<file path="src/design/ntwg_pkg.sv">
// Shared widths, register index codes and reset values for the NTT twiddle generator.
package ntwg_pkg;

    localparam int unsigned RES_W   = 31;
    localparam int unsigned FAC_W   = 32;
    localparam int unsigned CFG_IDX_W = 2;
    localparam int unsigned CNT_W   = 5;

    localparam logic [CFG_IDX_W-1:0] REG_FORWARD_ROOT      = 2'd0;
    localparam logic [CFG_IDX_W-1:0] REG_INVERSE_ROOT      = 2'd1;
    localparam logic [CFG_IDX_W-1:0] REG_MODULUS           = 2'd2;
    localparam logic [CFG_IDX_W-1:0] REG_MONTGOMERY_FACTOR = 2'd3;

    localparam logic [RES_W-1:0] FORWARD_ROOT_RST      = 31'd1;
    localparam logic [RES_W-1:0] INVERSE_ROOT_RST      = 31'd1;
    localparam logic [RES_W-1:0] MODULUS_RST           = 31'd12289;
    localparam logic [FAC_W-1:0] MONTGOMERY_FACTOR_RST = 32'd262144;

endpackage

</file>
<file path="src/design/ntwg_mulmod.sv">
// Bit-serial shift-add modular multiplier: a * b mod q, one bit of a per cycle.
module ntwg_mulmod
    import ntwg_pkg::*;
(
    input  logic             clk,
    input  logic             rst_n,
    input  logic             start,
    input  logic [FAC_W-1:0] a,
    input  logic [RES_W-1:0] b,
    input  logic [RES_W-1:0] q,
    output logic             done,
    output logic [RES_W-1:0] product
);

    logic             busy_reg;
    logic             busy_next;
    logic             done_reg;
    logic             done_next;
    logic [CNT_W-1:0] cnt_reg;
    logic [CNT_W-1:0] cnt_next;
    logic [FAC_W-1:0] a_reg;
    logic [FAC_W-1:0] a_next;
    logic [RES_W-1:0] b_reg;
    logic [RES_W-1:0] b_next;
    logic [RES_W-1:0] acc_reg;
    logic [RES_W-1:0] acc_next;

    logic [RES_W:0] q_ext;
    logic [RES_W:0] dbl;
    logic [RES_W:0] red1;
    logic [RES_W:0] sum;
    logic [RES_W:0] red2;

    always_comb
    begin
        q_ext = {1'b0, q};
        dbl   = {acc_reg, 1'b0};
        red1  = (dbl >= q_ext) ? (dbl - q_ext) : dbl;
        sum   = red1 + (a_reg[FAC_W-1] ? {1'b0, b_reg} : '0);
        red2  = (sum >= q_ext) ? (sum - q_ext) : sum;
    end

    always_comb
    begin
        busy_next = busy_reg;
        done_next = 1'b0;
        cnt_next  = cnt_reg;
        a_next    = a_reg;
        b_next    = b_reg;
        acc_next  = acc_reg;
        if (start)
        begin
            busy_next = 1'b1;
            cnt_next  = '0;
            a_next    = a;
            b_next    = b;
            acc_next  = '0;
        end
        else if (busy_reg)
        begin
            acc_next = red2[RES_W-1:0];
            a_next   = {a_reg[FAC_W-2:0], 1'b0};
            cnt_next = cnt_reg + 1'b1;
            if (cnt_reg == {CNT_W{1'b1}})
            begin
                busy_next = 1'b0;
                done_next = 1'b1;
            end
        end
    end

    always_ff @(posedge clk or negedge rst_n)
    begin
        if (!rst_n)
        begin
            busy_reg <= 1'b0;
            done_reg <= 1'b0;
            cnt_reg  <= '0;
        end
        else
        begin
            busy_reg <= busy_next;
            done_reg <= done_next;
            cnt_reg  <= cnt_next;
        end
    end

    always_ff @(posedge clk)
    begin
        a_reg   <= a_next;
        b_reg   <= b_next;
        acc_reg <= acc_next;
    end

    assign done    = done_reg;
    assign product = acc_reg;

endmodule

</file>
<file path="src/design/ntt_twiddle_generator_core.sv">
// Top level of the NTT twiddle generator: registers, exponent and power sequencer.
// One request at a time: the exponent is formed on acceptance, then each root is
// raised to it by left-to-right square-and-multiply and scaled by the Montgomery
// factor, all on a single shared bit-serial modular multiplier. Each product holds
// the sequencer through an issue step, a start step, each bit of the operand a in turn
// and a result step. With EXP_W = log2(POLY_DEGREE/2) exponent bits, a root needs at
// most 2 * EXP_W products, and a modulus below 2 returns zero twiddles. POLY_DEGREE is
// taken as a power of two. The input side stalls from acceptance until the result has
// been taken.
module ntt_twiddle_generator_core
    import ntwg_pkg::*;
#(
    parameter int unsigned POLY_DEGREE = 256,
    parameter int unsigned LANES       = 8
)
(
    input  logic                 clk,
    input  logic                 rst_n,
    input  logic                 cfg_valid,
    output logic                 cfg_ready,
    input  logic [CFG_IDX_W-1:0] cfg_index,
    input  logic [FAC_W-1:0]     cfg_data,
    input  logic                 in_valid,
    output logic                 in_stall,
    input  logic [2:0]           stage,
    input  logic [3:0]           group,
    input  logic [2:0]           lane,
    output logic                 out_valid,
    input  logic                 out_stall,
    output logic [RES_W-1:0]     twiddle,
    output logic [RES_W-1:0]     inverse_twiddle,
    output logic [6:0]           exponent
);

    localparam int unsigned HALF  = POLY_DEGREE / 2;
    localparam int unsigned EXP_W = $clog2(HALF);
    localparam int unsigned BIT_W = (EXP_W > 1) ? $clog2(EXP_W) : 1;
    localparam int unsigned SUM_W = $clog2(LANES) + 13;

    typedef enum logic [2:0] {
        S_IDLE,
        S_SQ,
        S_MUL,
        S_ADV,
        S_SCALE,
        S_WAIT,
        S_OUT
    } state_t;

    typedef enum logic [1:0] {
        OP_SQ,
        OP_MUL,
        OP_SCALE
    } op_t;

    state_t           state_reg;
    op_t              op_reg;
    logic             sel_reg;
    logic             started_reg;
    logic [BIT_W-1:0] bit_reg;
    logic [EXP_W-1:0] exp_reg;
    logic [RES_W-1:0] acc_reg;
    logic [RES_W-1:0] tw_reg;
    logic [RES_W-1:0] itw_reg;
    logic             mm_go_reg;

    logic [RES_W-1:0] forward_root_reg;
    logic [RES_W-1:0] inverse_root_reg;
    logic [RES_W-1:0] modulus_reg;
    logic [FAC_W-1:0] montgomery_factor_reg;

    logic [SUM_W-1:0] lane_base;
    logic [SUM_W-1:0] exp_sum;
    logic             in_accept;

    logic [FAC_W-1:0] mm_a;
    logic             mm_done;
    logic [RES_W-1:0] mm_product;
    logic [RES_W-1:0] root_sel;

    assign cfg_ready = 1'b1;
    assign in_stall  = (state_reg != S_IDLE);
    assign in_accept = in_valid && !in_stall;

    assign lane_base = SUM_W'(LANES) << stage;
    assign exp_sum   = SUM_W'(lane_base * SUM_W'(group)) + (SUM_W'(lane) << stage);

    assign root_sel  = sel_reg ? inverse_root_reg : forward_root_reg;

    always_comb
    begin
        case (op_reg)
            OP_SQ:    mm_a = {1'b0, acc_reg};
            OP_MUL:   mm_a = {1'b0, root_sel};
            OP_SCALE: mm_a = montgomery_factor_reg;
            default:  mm_a = {1'b0, acc_reg};
        endcase
    end

    ntwg_mulmod u_mulmod (
        .clk     (clk),
        .rst_n   (rst_n),
        .start   (mm_go_reg),
        .a       (mm_a),
        .b       (acc_reg),
        .q       (modulus_reg),
        .done    (mm_done),
        .product (mm_product)
    );

    always_ff @(posedge clk or negedge rst_n)
    begin
        if (!rst_n)
        begin
            forward_root_reg      <= FORWARD_ROOT_RST;
            inverse_root_reg      <= INVERSE_ROOT_RST;
            modulus_reg           <= MODULUS_RST;
            montgomery_factor_reg <= MONTGOMERY_FACTOR_RST;
        end
        else if (cfg_valid && cfg_ready)
        begin
            case (cfg_index)
                REG_FORWARD_ROOT:      forward_root_reg      <= cfg_data[RES_W-1:0];
                REG_INVERSE_ROOT:      inverse_root_reg      <= cfg_data[RES_W-1:0];
                REG_MODULUS:           modulus_reg           <= cfg_data[RES_W-1:0];
                REG_MONTGOMERY_FACTOR: montgomery_factor_reg <= cfg_data;
                default:               ;
            endcase
        end
    end

    always_ff @(posedge clk or negedge rst_n)
    begin
        if (!rst_n)
        begin
            state_reg   <= S_IDLE;
            op_reg      <= OP_SQ;
            sel_reg     <= 1'b0;
            started_reg <= 1'b0;
            bit_reg     <= '0;
            mm_go_reg   <= 1'b0;
            exp_reg     <= '0;
            acc_reg     <= '0;
            tw_reg      <= '0;
            itw_reg     <= '0;
        end
        else
        begin
            mm_go_reg <= 1'b0;
            case (state_reg)
                S_IDLE:
                begin
                    if (in_accept)
                    begin
                        exp_reg     <= exp_sum[EXP_W-1:0];
                        sel_reg     <= 1'b0;
                        started_reg <= 1'b0;
                        bit_reg     <= BIT_W'(EXP_W - 1);
                        acc_reg     <= RES_W'(1);
                        tw_reg      <= '0;
                        itw_reg     <= '0;
                        if (modulus_reg < RES_W'(2))
                            state_reg <= S_OUT;
                        else
                            state_reg <= S_SQ;
                    end
                end
                S_SQ:
                begin
                    if (started_reg)
                    begin
                        op_reg    <= OP_SQ;
                        mm_go_reg <= 1'b1;
                        state_reg <= S_WAIT;
                    end
                    else
                    begin
                        state_reg <= S_MUL;
                    end
                end
                S_MUL:
                begin
                    if (exp_reg[bit_reg])
                    begin
                        op_reg    <= OP_MUL;
                        mm_go_reg <= 1'b1;
                        state_reg <= S_WAIT;
                    end
                    else
                    begin
                        state_reg <= S_ADV;
                    end
                end
                S_ADV:
                begin
                    if (bit_reg == '0)
                    begin
                        state_reg <= S_SCALE;
                    end
                    else
                    begin
                        bit_reg   <= bit_reg - 1'b1;
                        state_reg <= S_SQ;
                    end
                end
                S_SCALE:
                begin
                    op_reg    <= OP_SCALE;
                    mm_go_reg <= 1'b1;
                    state_reg <= S_WAIT;
                end
                S_WAIT:
                begin
                    if (mm_done)
                    begin
                        case (op_reg)
                            OP_SQ:
                            begin
                                acc_reg   <= mm_product;
                                state_reg <= S_MUL;
                            end
                            OP_MUL:
                            begin
                                acc_reg     <= mm_product;
                                started_reg <= 1'b1;
                                state_reg   <= S_ADV;
                            end
                            default:
                            begin
                                if (!sel_reg)
                                begin
                                    tw_reg      <= mm_product;
                                    sel_reg     <= 1'b1;
                                    started_reg <= 1'b0;
                                    bit_reg     <= BIT_W'(EXP_W - 1);
                                    acc_reg     <= RES_W'(1);
                                    state_reg   <= S_SQ;
                                end
                                else
                                begin
                                    itw_reg   <= mm_product;
                                    state_reg <= S_OUT;
                                end
                            end
                        endcase
                    end
                end
                S_OUT:
                begin
                    if (!out_stall)
                        state_reg <= S_IDLE;
                end
                default:
                begin
                    state_reg <= S_IDLE;
                end
            endcase
        end
    end

    assign out_valid       = (state_reg == S_OUT);
    assign twiddle         = tw_reg;
    assign inverse_twiddle = itw_reg;
    assign exponent        = 7'(exp_reg);

endmodule

</file>
<file path="config.mk">
export PLATFORM = sky130hd
export DESIGN_NAME = ntt_twiddle_generator_core
export DESIGN_NICKNAME = d
export VERILOG_FILES = /design/src/design/ntwg_pkg.sv /design/src/design/ntwg_mulmod.sv /design/src/design/ntt_twiddle_generator_core.sv
export SDC_FILE = /design/constraint.sdc
export NUM_CORES = 1
export LEC_CHECK = 0
export ABC_CLOCK_PERIOD_IN_PS = 10200
export CORE_AREA = 4 4 184 186
export DETAILED_ROUTE_END_ITERATION = 6
export DIE_AREA = 0 0 188 190
export DONT_BUFFER_PORTS = 1
export PLACE_DENSITY = 0.79
export SYNTH_ARGS = -nofsm -noshare
export SYNTH_HDL_FRONTEND = slang
export SYNTH_HIERARCHICAL = 1
export SYNTH_SLANG_ARGS = --single-unit
</file>
<file path="constraint.sdc">
create_clock -name clk -period 10.2 [get_ports clk]
set_clock_uncertainty 0.05 [all_clocks]
set_input_delay 1.02 -clock clk [delete_from_list [all_inputs] [get_ports clk]]
set_output_delay 1.02 -clock clk [all_outputs]
set_load 0.03 [all_outputs]
</file>
# After elaboration in Yosys (flattened, before gate mapping)
# Cells that the tools add are included.
# W data, S select, Z words.
[classes] addsub=6 multipliers=1 div=0 order_cmp=4 eq_ne=24 shifts=2 mux=61 bitwise_logic=0 n_reduce_logical=25
[ops] op="$mux W31" count=14
[ops] op="$pmux W31 S2" count=3
[ops] op="$mux W32" count=3
[ops] op="$ge A32 B31 Y1" count=2
[ops] op="$pmux W32 S2" count=1
[ops] op="$mux W3" count=13
[ops] op="$add A32 B31 Y32" count=1
[ops] op="$sub A32 B31 Y32" count=1
[ops] op="$lt A31 B2 Y1 const B" count=1
[ops] op="$sub A31 B31 Y31" count=1
[ops] op="$pmux W3 S7" count=1
[ops] op="$ne A2 B2 Y1 const B" count=9
[ops] op="$mul A16 B4 Y7" count=1
[ops] op="$shl A4 B3 Y16 const A" count=1
[ops] op="$reduce_and A5 Y1" count=3
[ops] op="$mux W1" count=14
[ops] op="$mux W5" count=2
[ops] op="$reduce_and A2 Y1" count=5
[ops] op="$eq A3 B3 Y1 const B" count=3
[ops] op="$pmux W3 S3" count=1
[ops] op="$reduce_bool A3 Y1" count=3
[ops] op="$reduce_and A4 Y1" count=2
[ops] op="$add A7 B7 Y7" count=1
[ops] op="$shl A3 B3 Y7" count=1
[ops] op="other kinds (24)" count=36
[word_totals] reg_bits=337 latch_bits=0 mem_bits_rw=0 mem_bits_ro=0 inputBits=49 output_inout_bits=72 word_cells=143 memories=0

# Longest topological paths before layout
# Gate-level depths: netlist of run 1.
[depth] word_depth=5 mapped_depth=35 mapped_depth_nobuf=31

# Hierarchy
# The synthesis of run 1 kept the hierarchy.
[by_module_without_submodules] module="ntt_twiddle_generator_core" instances=1 cells_per_inst=993 area_each_um2=11157.0 seq_area_each_um2=5913.2
[by_module_without_submodules] module="ntwg_mulmod" instances=1 cells_per_inst=1113 area_each_um2=9606.7 seq_area_each_um2=2687.6

# Worst setup path after synthesis of run 1
# OpenSTA, ideal clock, no wires.
[synth_path] path_type="reg-to-reg" from="register modulus_reg[0]" to="register u_mulmod.acc_reg[25] (netlist: u_mulmod/product[25])" setup_time_ns=0.091 arrival_time_ns=7.090 t_required_ns=10.059 setup_slack_ns=2.969 path_stages_with_launch=31 n_path_buf=5 period_less_slack_ns=7.231 path_cell_list="dfstp_2 inv_1 fa_1 nand3_1 a21oi_1 o311ai_0 nand2_1 o22ai_1 clkbuf_1 clkbuf_1 buf_1 nand2_1 o21ai_0 ha_1 o21ai_0 nor2_1 o41ai_1 o21bai_1 a211oi_1 xnor2_1 ha_1 and3_1 nand3_1 or4_1 a31oi_1 nor3b_1 o31ai_1 clkbuf_1 buf_2 o31ai_1 a311oi_1"
[synth_via] elab_chain_len=5 word_cells_on_any_way=7 cone_classes="3 x add/sub; 2 x order compare; 2 x mux"
[synth_rtl] item="from (decl)" line="ntt_twiddle_generator_core.sv:69" source="logic [RES_W-1:0] modulus_reg;"
[synth_rtl] item="from (signal assigned)" line="ntt_twiddle_generator_core.sv:125" source="REG_MODULUS: modulus_reg <= cfg_data[RES_W-1:0];"
[synth_rtl] item="$sub A32 B31 Y32 or $ge A32 B31 Y1 (tied branches)" line="ntwg_mulmod.sv:38" source="red1 = (dbl >= q_ext) ? (dbl - q_ext) : dbl;"
[synth_rtl] item="$mux W32" line="ntwg_mulmod.sv:38"
[synth_rtl] item="$add A32 B31 Y32" line="ntwg_mulmod.sv:39" source="sum = red1 + (a_reg[FAC_W-1] ? {1'b0, b_reg} : '0);"
[synth_rtl] item="$sub A31 B31 Y31 or $ge A32 B31 Y1 (tied branches)" line="ntwg_mulmod.sv:40" source="red2 = (sum >= q_ext) ? (sum - q_ext) : sum;"
[synth_rtl] item="$mux W31 (*)" line="ntwg_mulmod.sv:40"
[synth_rtl] item="to (signal assigned)" line="ntwg_mulmod.sv:92" source="acc_reg <= acc_next;"
[synth_rtl] item="to (decl)" line="ntwg_mulmod.sv:25" source="logic [RES_W-1:0] acc_reg;"
# Mark *: on every way between the ends. The rest lies on a longest branch, timed or not.
# A chain may end at the register's enable or synchronous reset.

# Worst setup path in the final report of run 1
[layout_path] from="register modulus_reg[0]" to="register u_mulmod.acc_reg[21] (netlist: u_mulmod/product[21])"
# Same word-level chain as after synthesis.

==> results.ini, run 1 <==
[critical_path]
timing.critical_path.required_ns=10.51
worst_setup_path_startpoint=modulus_reg[0]
critPathLaunchType=register
origin_of_the_critical_flop_to_flop_path=modulus_reg[0]
critPathArrivalTime_ns=8.89
cpPeakStageDelay_ns=0.86
path_class=reg -> reg
critical_path_peak_fanout=24
worst_path_max_delay_cell=sky130_fd_sc_hd__nor3_2
r2r_setup_slack_ns=1.62
worst_setup_path_end_kind=register

[final_layout]
insertedDiodeCount=0
net_count_of_the_finished_layout=2209
final_layout_size_suffix_gt1_share_pct=18.3
most_used_cells_in_the_layout_excluding_fill_and_tap_cells=sky130_fd_sc_hd__nand2_1 (251), sky130_fd_sc_hd__dfrtp_1 (235), sky130_fd_sc_hd__mux2_2 (194)
area_growth_syn_to_layout_pct=6.85
most_common_cell_after_layout_fill_and_taps_aside=sky130_fd_sc_hd__nand2_1

[clocking]
postCtsSetupRepairBufs=0
cts_root_buffer=sky130_fd_sc_hd__clkbuf_16
numClockSinks=337
post_cts_resized=0
cts.htree.levels=2
cts_max_path_buffers=3
number_of_buffers_inserted_during_clock_tree_synthesis=38
clock_tree_from_tritoncts=yes
hold_buffer_count_at_cts=0
insertion_delay_ns=0.55
cts.reportedPaths.clkPinSlew_ns=0.06

[synth]
synth-compound-area-share_pct=17.8
yosys_register_bits=337
synthesis.nets=2266
main_combinational_cell_family_by_area_after_synthesis=compound AO/OA/AOI/OAI gates
async_reset_ff_share_pct=72.1
synthMuxAreaShare_pct=11.0
synth.avg_cell_area_um2=9.86
netlist.area_leader.share_pct=28.6
synthCells=2106
synth_area_leader_cell=sky130_fd_sc_hd__dfrtp_1
synth_xor_area_share_pct=3.33
ys.flop_type=sky130_fd_sc_hd__dfrtp_1
ys_warn_count=6
count_of_flip_flops_with_a_built_in_enable_after_synthesis=63
synth-seq-area-share_pct=41.4
share_of_synthesized_cell_area_in_full_adder_half_adder_and_majority_cells_pct=6.87
synth_simple_gate_area_share_pct=15.3
synth.cell_area_um2=20800
synth.area.top_cells=sky130_fd_sc_hd__dfrtp_1 (29%), sky130_fd_sc_hd__mux2_2 (11%), sky130_fd_sc_hd__edfxtp_1 (9.1%)
synth.lib_cells_used.distinct=91

[sta]
period_share_pct=84.1
hold_viol_final=0
maxClockFrequency_mhz=117
finalSetupViolCount=0
period_needed_ns=8.58
max_slew_margin_pct=23.4
max_slew.worst_pin.slew_ns=1.15
slew_violations=0
rsz0062_at_grt=no
final_critical_path_setup_slack_ns=1.62
finalSetupTns_ns=0

[global_routing]
maximum_number_of_pins_on_one_net_before_global_route_repair=244
wire_length_of_the_first_global_routing_pass_um=94000
grtUsageTotal_pct=33.9
antenna_found_initial=0
grt_pass1_vias=15800
grt-ovfl-total=0

[die]
floorplan.die_area_um2=35700
die_y_um=190
number_of_placement_rows=66
floorplan.initialDensity_pct=64.3
die_x_um=188
core_area_um2=32300
number_of_ports_placed_on_the_die_boundary=121

[detailed_routing]
drc=0
avgViaCountPerCell=6.50
detail_route.wl_per_cell_um=24.5
drtPass1Iterations=5
wl_um=61800
route.vias.total=16400
ant_nets=0
drt_first_iter_violations=1526

[placement]
detailed_place_hpwl_um=44900
preCtsSetupSlack_ns=1.85
place.gp.congestion=1.04
portBuffers=0

[min_path]
type_of_the_most_critical_hold_path=in -> async

[job]
timing.max_cap.violations=0

[outcome]
run_status=finished clean

## layout make-up
| type | instances | area [um2] |
|---|---|---|
| repair buffers | 20 | 150 |
| fillers | 2458 | 10100 |
| multi-input cells | 1581 | 11300 |
| well taps | 442 | 553 |
| clock inverters | 17 | 198 |
| clock buffers | 53 | 1090 |
| flip-flops and latches | 337 | 8610 |
| inverters | 71 | 267 |
## cells in the mapped netlist, types with 18 or more instances
| cell type | count |
|---|---|
| sky130_fd_sc_hd__nand2_1 | 251 |
| sky130_fd_sc_hd__dfrtp_1 | 237 |
| sky130_fd_sc_hd__mux2_2 | 194 |
| sky130_fd_sc_hd__nor2_1 | 128 |
| sky130_fd_sc_hd__a21oi_1 | 120 |
| sky130_fd_sc_hd__ha_1 | 106 |
| sky130_fd_sc_hd__o21ai_0 | 93 |
| sky130_fd_sc_hd__inv_1 | 71 |
| sky130_fd_sc_hd__edfxtp_1 | 63 |
| sky130_fd_sc_hd__xnor2_1 | 48 |
| sky130_fd_sc_hd__clkbuf_1 | 46 |
| sky130_fd_sc_hd__and2_1 | 42 |
| sky130_fd_sc_hd__buf_2 | 38 |
| sky130_fd_sc_hd__o21ai_1 | 35 |
| sky130_fd_sc_hd__a22oi_1 | 32 |
| sky130_fd_sc_hd__a311oi_1 | 31 |
| sky130_fd_sc_hd__dfxtp_1 | 31 |
| sky130_fd_sc_hd__nand3_1 | 31 |
| sky130_fd_sc_hd__o21ai_2 | 31 |
| sky130_fd_sc_hd__xor2_1 | 31 |
| sky130_fd_sc_hd__a21o_1 | 30 |
| sky130_fd_sc_hd__nand3_2 | 29 |
| sky130_fd_sc_hd__nand4_1 | 24 |
| sky130_fd_sc_hd__o31ai_1 | 24 |
| sky130_fd_sc_hd__a31oi_1 | 20 |
| sky130_fd_sc_hd__o21a_1 | 19 |
| sky130_fd_sc_hd__nand2b_1 | 18 |
| sky130_fd_sc_hd__nor3_1 | 18 |
## cell families after synthesis
kind of cell / count (synthesis)
DFF: 337
muxes: 202
adders and majority gates: 111
buffers and inverters: 188
AOI/OAI and AO/OA: 550
other: 1
xor gates and xnor gates: 79
and+or+nand+nor: 638
## final timing paths
| kind | endpoint | cells past startpoint |
|---|---|---|
| max | u_mulmod/product[21] | 27 |
| min | twiddle[23] | 0 |
| max reg2reg | u_mulmod/product[21] | 27 |
| min reg2reg | u_mulmod/b_reg[13] | 0 |
| max in group asynchronous | acc_reg[26] | 0 |
| min in group clk | u_mulmod/b_reg[13] | 0 |
## through the flow
stage	util (%)	hold slack, ns	instances	area [um2]
detailed placement	64.7	0.417	2451	20900
global route	68.7	0.115	2521	22200
floorplan	-	0.397	2106	20800
global placement	64.7	0.412	2451	20900
finish	68.7	0.119	2521	22200
CTS	68.7	0.113	2521	22200
## critical path, delay by kind of cell, from the launching register on
kind	cells	cell delay [ns]
and+or+nand+nor	8	1.99
DFF	1	0.55
AOI/OAI and AO/OA	12	3.97
adders and majority gates	3	1.13
muxes	1	0.30
buffers and inverters	3	0.37
## metal layers
metal,vias up,wire length (um),global-route usage (%)
li1,7568,-,-
met1,8028,25600,45.8
met2,640,28300,53.7
met3,152,4480,5.52
met4,0,3380,16.4
met5,-,0,0
Power of run 1 is not shown: default switching activity piles up to over one toggle a cycle in this logic, so the estimate is an artifact.
==> inputs of run 2 (changes only) <==
--- a/config.mk
+++ b/config.mk
@@ -5,7 +5,7 @@
 export SDC_FILE = /design/constraint.sdc
 export NUM_CORES = 1
 export LEC_CHECK = 0
-export ABC_CLOCK_PERIOD_IN_PS = 10200
+export ABC_CLOCK_PERIOD_IN_PS = 8100
 export CORE_AREA = 4 4 184 186
 export DETAILED_ROUTE_END_ITERATION = 6
 export DIE_AREA = 0 0 188 190
==> constraint.sdc (replaced) <==
create_clock -name clk -period 8.1 [get_ports clk]
set_clock_uncertainty 0.05 [all_clocks]
set_input_delay 0.81 -clock clk [delete_from_list [all_inputs] [get_ports clk]]
set_output_delay 0.81 -clock clk [all_outputs]
set_load 0.03 [all_outputs]
==> results.ini, run 2 (synthesized netlist as in run 1, its figures left out) <==
[outcome]
run_status=finished, violations left
failed_checks=DRC

[global_routing]
grtUsageTotal_pct=32.7  ; -1.2 points
antenna_found_initial=0  ; unchanged
wire_length_of_the_first_global_routing_pass_um=92900  ; -1.3%
grt_pass1_vias=16200  ; +2.9%
maximum_number_of_pins_on_one_net_before_global_route_repair=238  ; -2.5%
grt-ovfl-total=0  ; unchanged

[sta]
slew_violations=0  ; unchanged
hold_viol_final=0  ; unchanged
max_slew.worst_pin.slew_ns=1.36  ; +0.206 ns
finalSetupViolCount=0  ; unchanged
period_needed_ns=7.59  ; -0.989 ns
max_slew_margin_pct=9.62  ; -14 points
maxClockFrequency_mhz=132  ; +13%
period_share_pct=93.7  ; +9.6 points

[final_layout]
area_growth_syn_to_layout_pct=7.64
most_common_cell_after_layout_fill_and_taps_aside=sky130_fd_sc_hd__nand2_1
insertedDiodeCount=0  ; unchanged
net_count_of_the_finished_layout=2221  ; +0.54%
most_used_cells_in_the_layout_excluding_fill_and_tap_cells=sky130_fd_sc_hd__nand2_1 (251), sky130_fd_sc_hd__dfrtp_1 (235), sky130_fd_sc_hd__mux2_2 (194)
final_layout_size_suffix_gt1_share_pct=19.0  ; +0.69 points
final_core_util_pct=69.2  ; +0.51 points

[critical_path]
critPathArrivalTime_ns=7.94  ; -0.95 ns
critical_path_peak_fanout=33  ; +38%
cpMostUsedCell=sky130_fd_sc_hd__buf_4
timing.critical_path.required_ns=8.45  ; -2.06 ns
cpPeakStageDelay_ns=0.45  ; -0.41 ns
worst_setup_path_end_kind=register
worstPathBufferInverterCount=5  ; +2
path_class=reg -> reg
critPathLaunchType=register
worst_path_dominant_cell_family=compound AO/OA/AOI/OAI gates
worst_path_max_delay_cell=sky130_fd_sc_hd__a311o_1

[detailed_routing]
drc=2  ; +2
detail_route.wl_per_cell_um=23.6  ; -3.8%
drtPass1Iterations=7  ; +2
wl_um=59600  ; -3.5%
avgViaCountPerCell=6.63  ; +2.0%
route.vias.total=16800  ; +2.3%
ant_nets=0  ; unchanged
drt_first_iter_violations=1921  ; +26%

[min_path]
type_of_the_most_critical_hold_path=in -> async

[die]
core_area_um2=32300  ; unchanged
die_y_um=190  ; unchanged
die_x_um=188  ; unchanged
floorplan.die_area_um2=35700  ; unchanged
number_of_placement_rows=66  ; unchanged
floorplan.initialDensity_pct=64.3  ; unchanged
number_of_ports_placed_on_the_die_boundary=121  ; unchanged

[clocking]
cts.reportedPaths.clkPinSlew_ns=0.06  ; about the same
clock_tree_from_tritoncts=yes
cts.htree.levels=2  ; unchanged
cts_max_path_buffers=3  ; unchanged
insertion_delay_ns=0.54  ; about the same
number_of_buffers_inserted_during_clock_tree_synthesis=37  ; -2.6%
numClockSinks=337  ; unchanged
cts_root_buffer=sky130_fd_sc_hd__clkbuf_16
postCtsSetupRepairBufs=0  ; unchanged

[job]
timing.max_cap.violations=0  ; unchanged

[placement]
place.gp.congestion=1.01  ; -2.7%
detailed_place_hpwl_um=41500  ; -7.6%
portBuffers=0  ; unchanged

-- run 2: changes by cell type in the layout (fill, tap and decap cells not counted), sizes merged --
cell      delta
buf         +13
clkinvlp     -3
bufinv       +2
clkinv       -2
inv          -2
clkbuf       +1
-- run 2: cell type report --
class	instances	area, um2
flip-flops and latches	337	8610
inverters	71	267
multi-input cells	1581	11400
fillers	2354	9940
repair buffers	33	268
well taps	442	553
clock buffers	54	1100
clock inverters	12	189
-- run 2: what timing repair did --
action                     4_1_cts  5_1_grt
gates resized for setup          0        9
setup endpoints to repair        0       31
hold endpoints to repair       237        0
hold buffers                     1        0
-- run 2: routing by layer --
metal	GRT usage (%)	part of all wire, %
met2	49.0	44
met3	6.33	9.6
met1	46.2	42
met5	0	0
met4	15.1	5.1
-- run 2: metrics by stage --
step / setup WS, ns / TNS (ns) / hold WS (ns) / area [um2] / instances
after floorplan: 0.869 / 0 / 0.397 / 20800 / 2106
after global placement: 0.641 / 0 / 0.410 / 21000 / 2463
after detailed placement: 0.457 / 0 / 0.418 / 21000 / 2463
after CTS: 0.397 / 0 / 0.0573 / 22300 / 2530
after global routing: -0.000173 / -0.000173 / 0.0587 / 22400 / 2530
final: 0.511 / 0 / 0.0717 / 22400 / 2530
-- run 2: final timing paths --
check                                     start                   endpoint  slack, ns  cells past startpoint
worst max register to register  modulus_reg[28]       u_mulmod/product[24]       0.51                     29
worst min-delay path                      rst_n  montgomery_factor_reg[18]       0.07                      0
worst max-delay path            modulus_reg[28]       u_mulmod/product[24]       0.51                     29
worst min register to register       acc_reg[8]          u_mulmod/b_reg[8]       0.43                      0
max in group asynchronous                 rst_n                  mm_go_reg       6.58                      1
min in group clk                       in_valid                    sel_reg       0.31                      1
Power of run 2 is left out for the same reason.
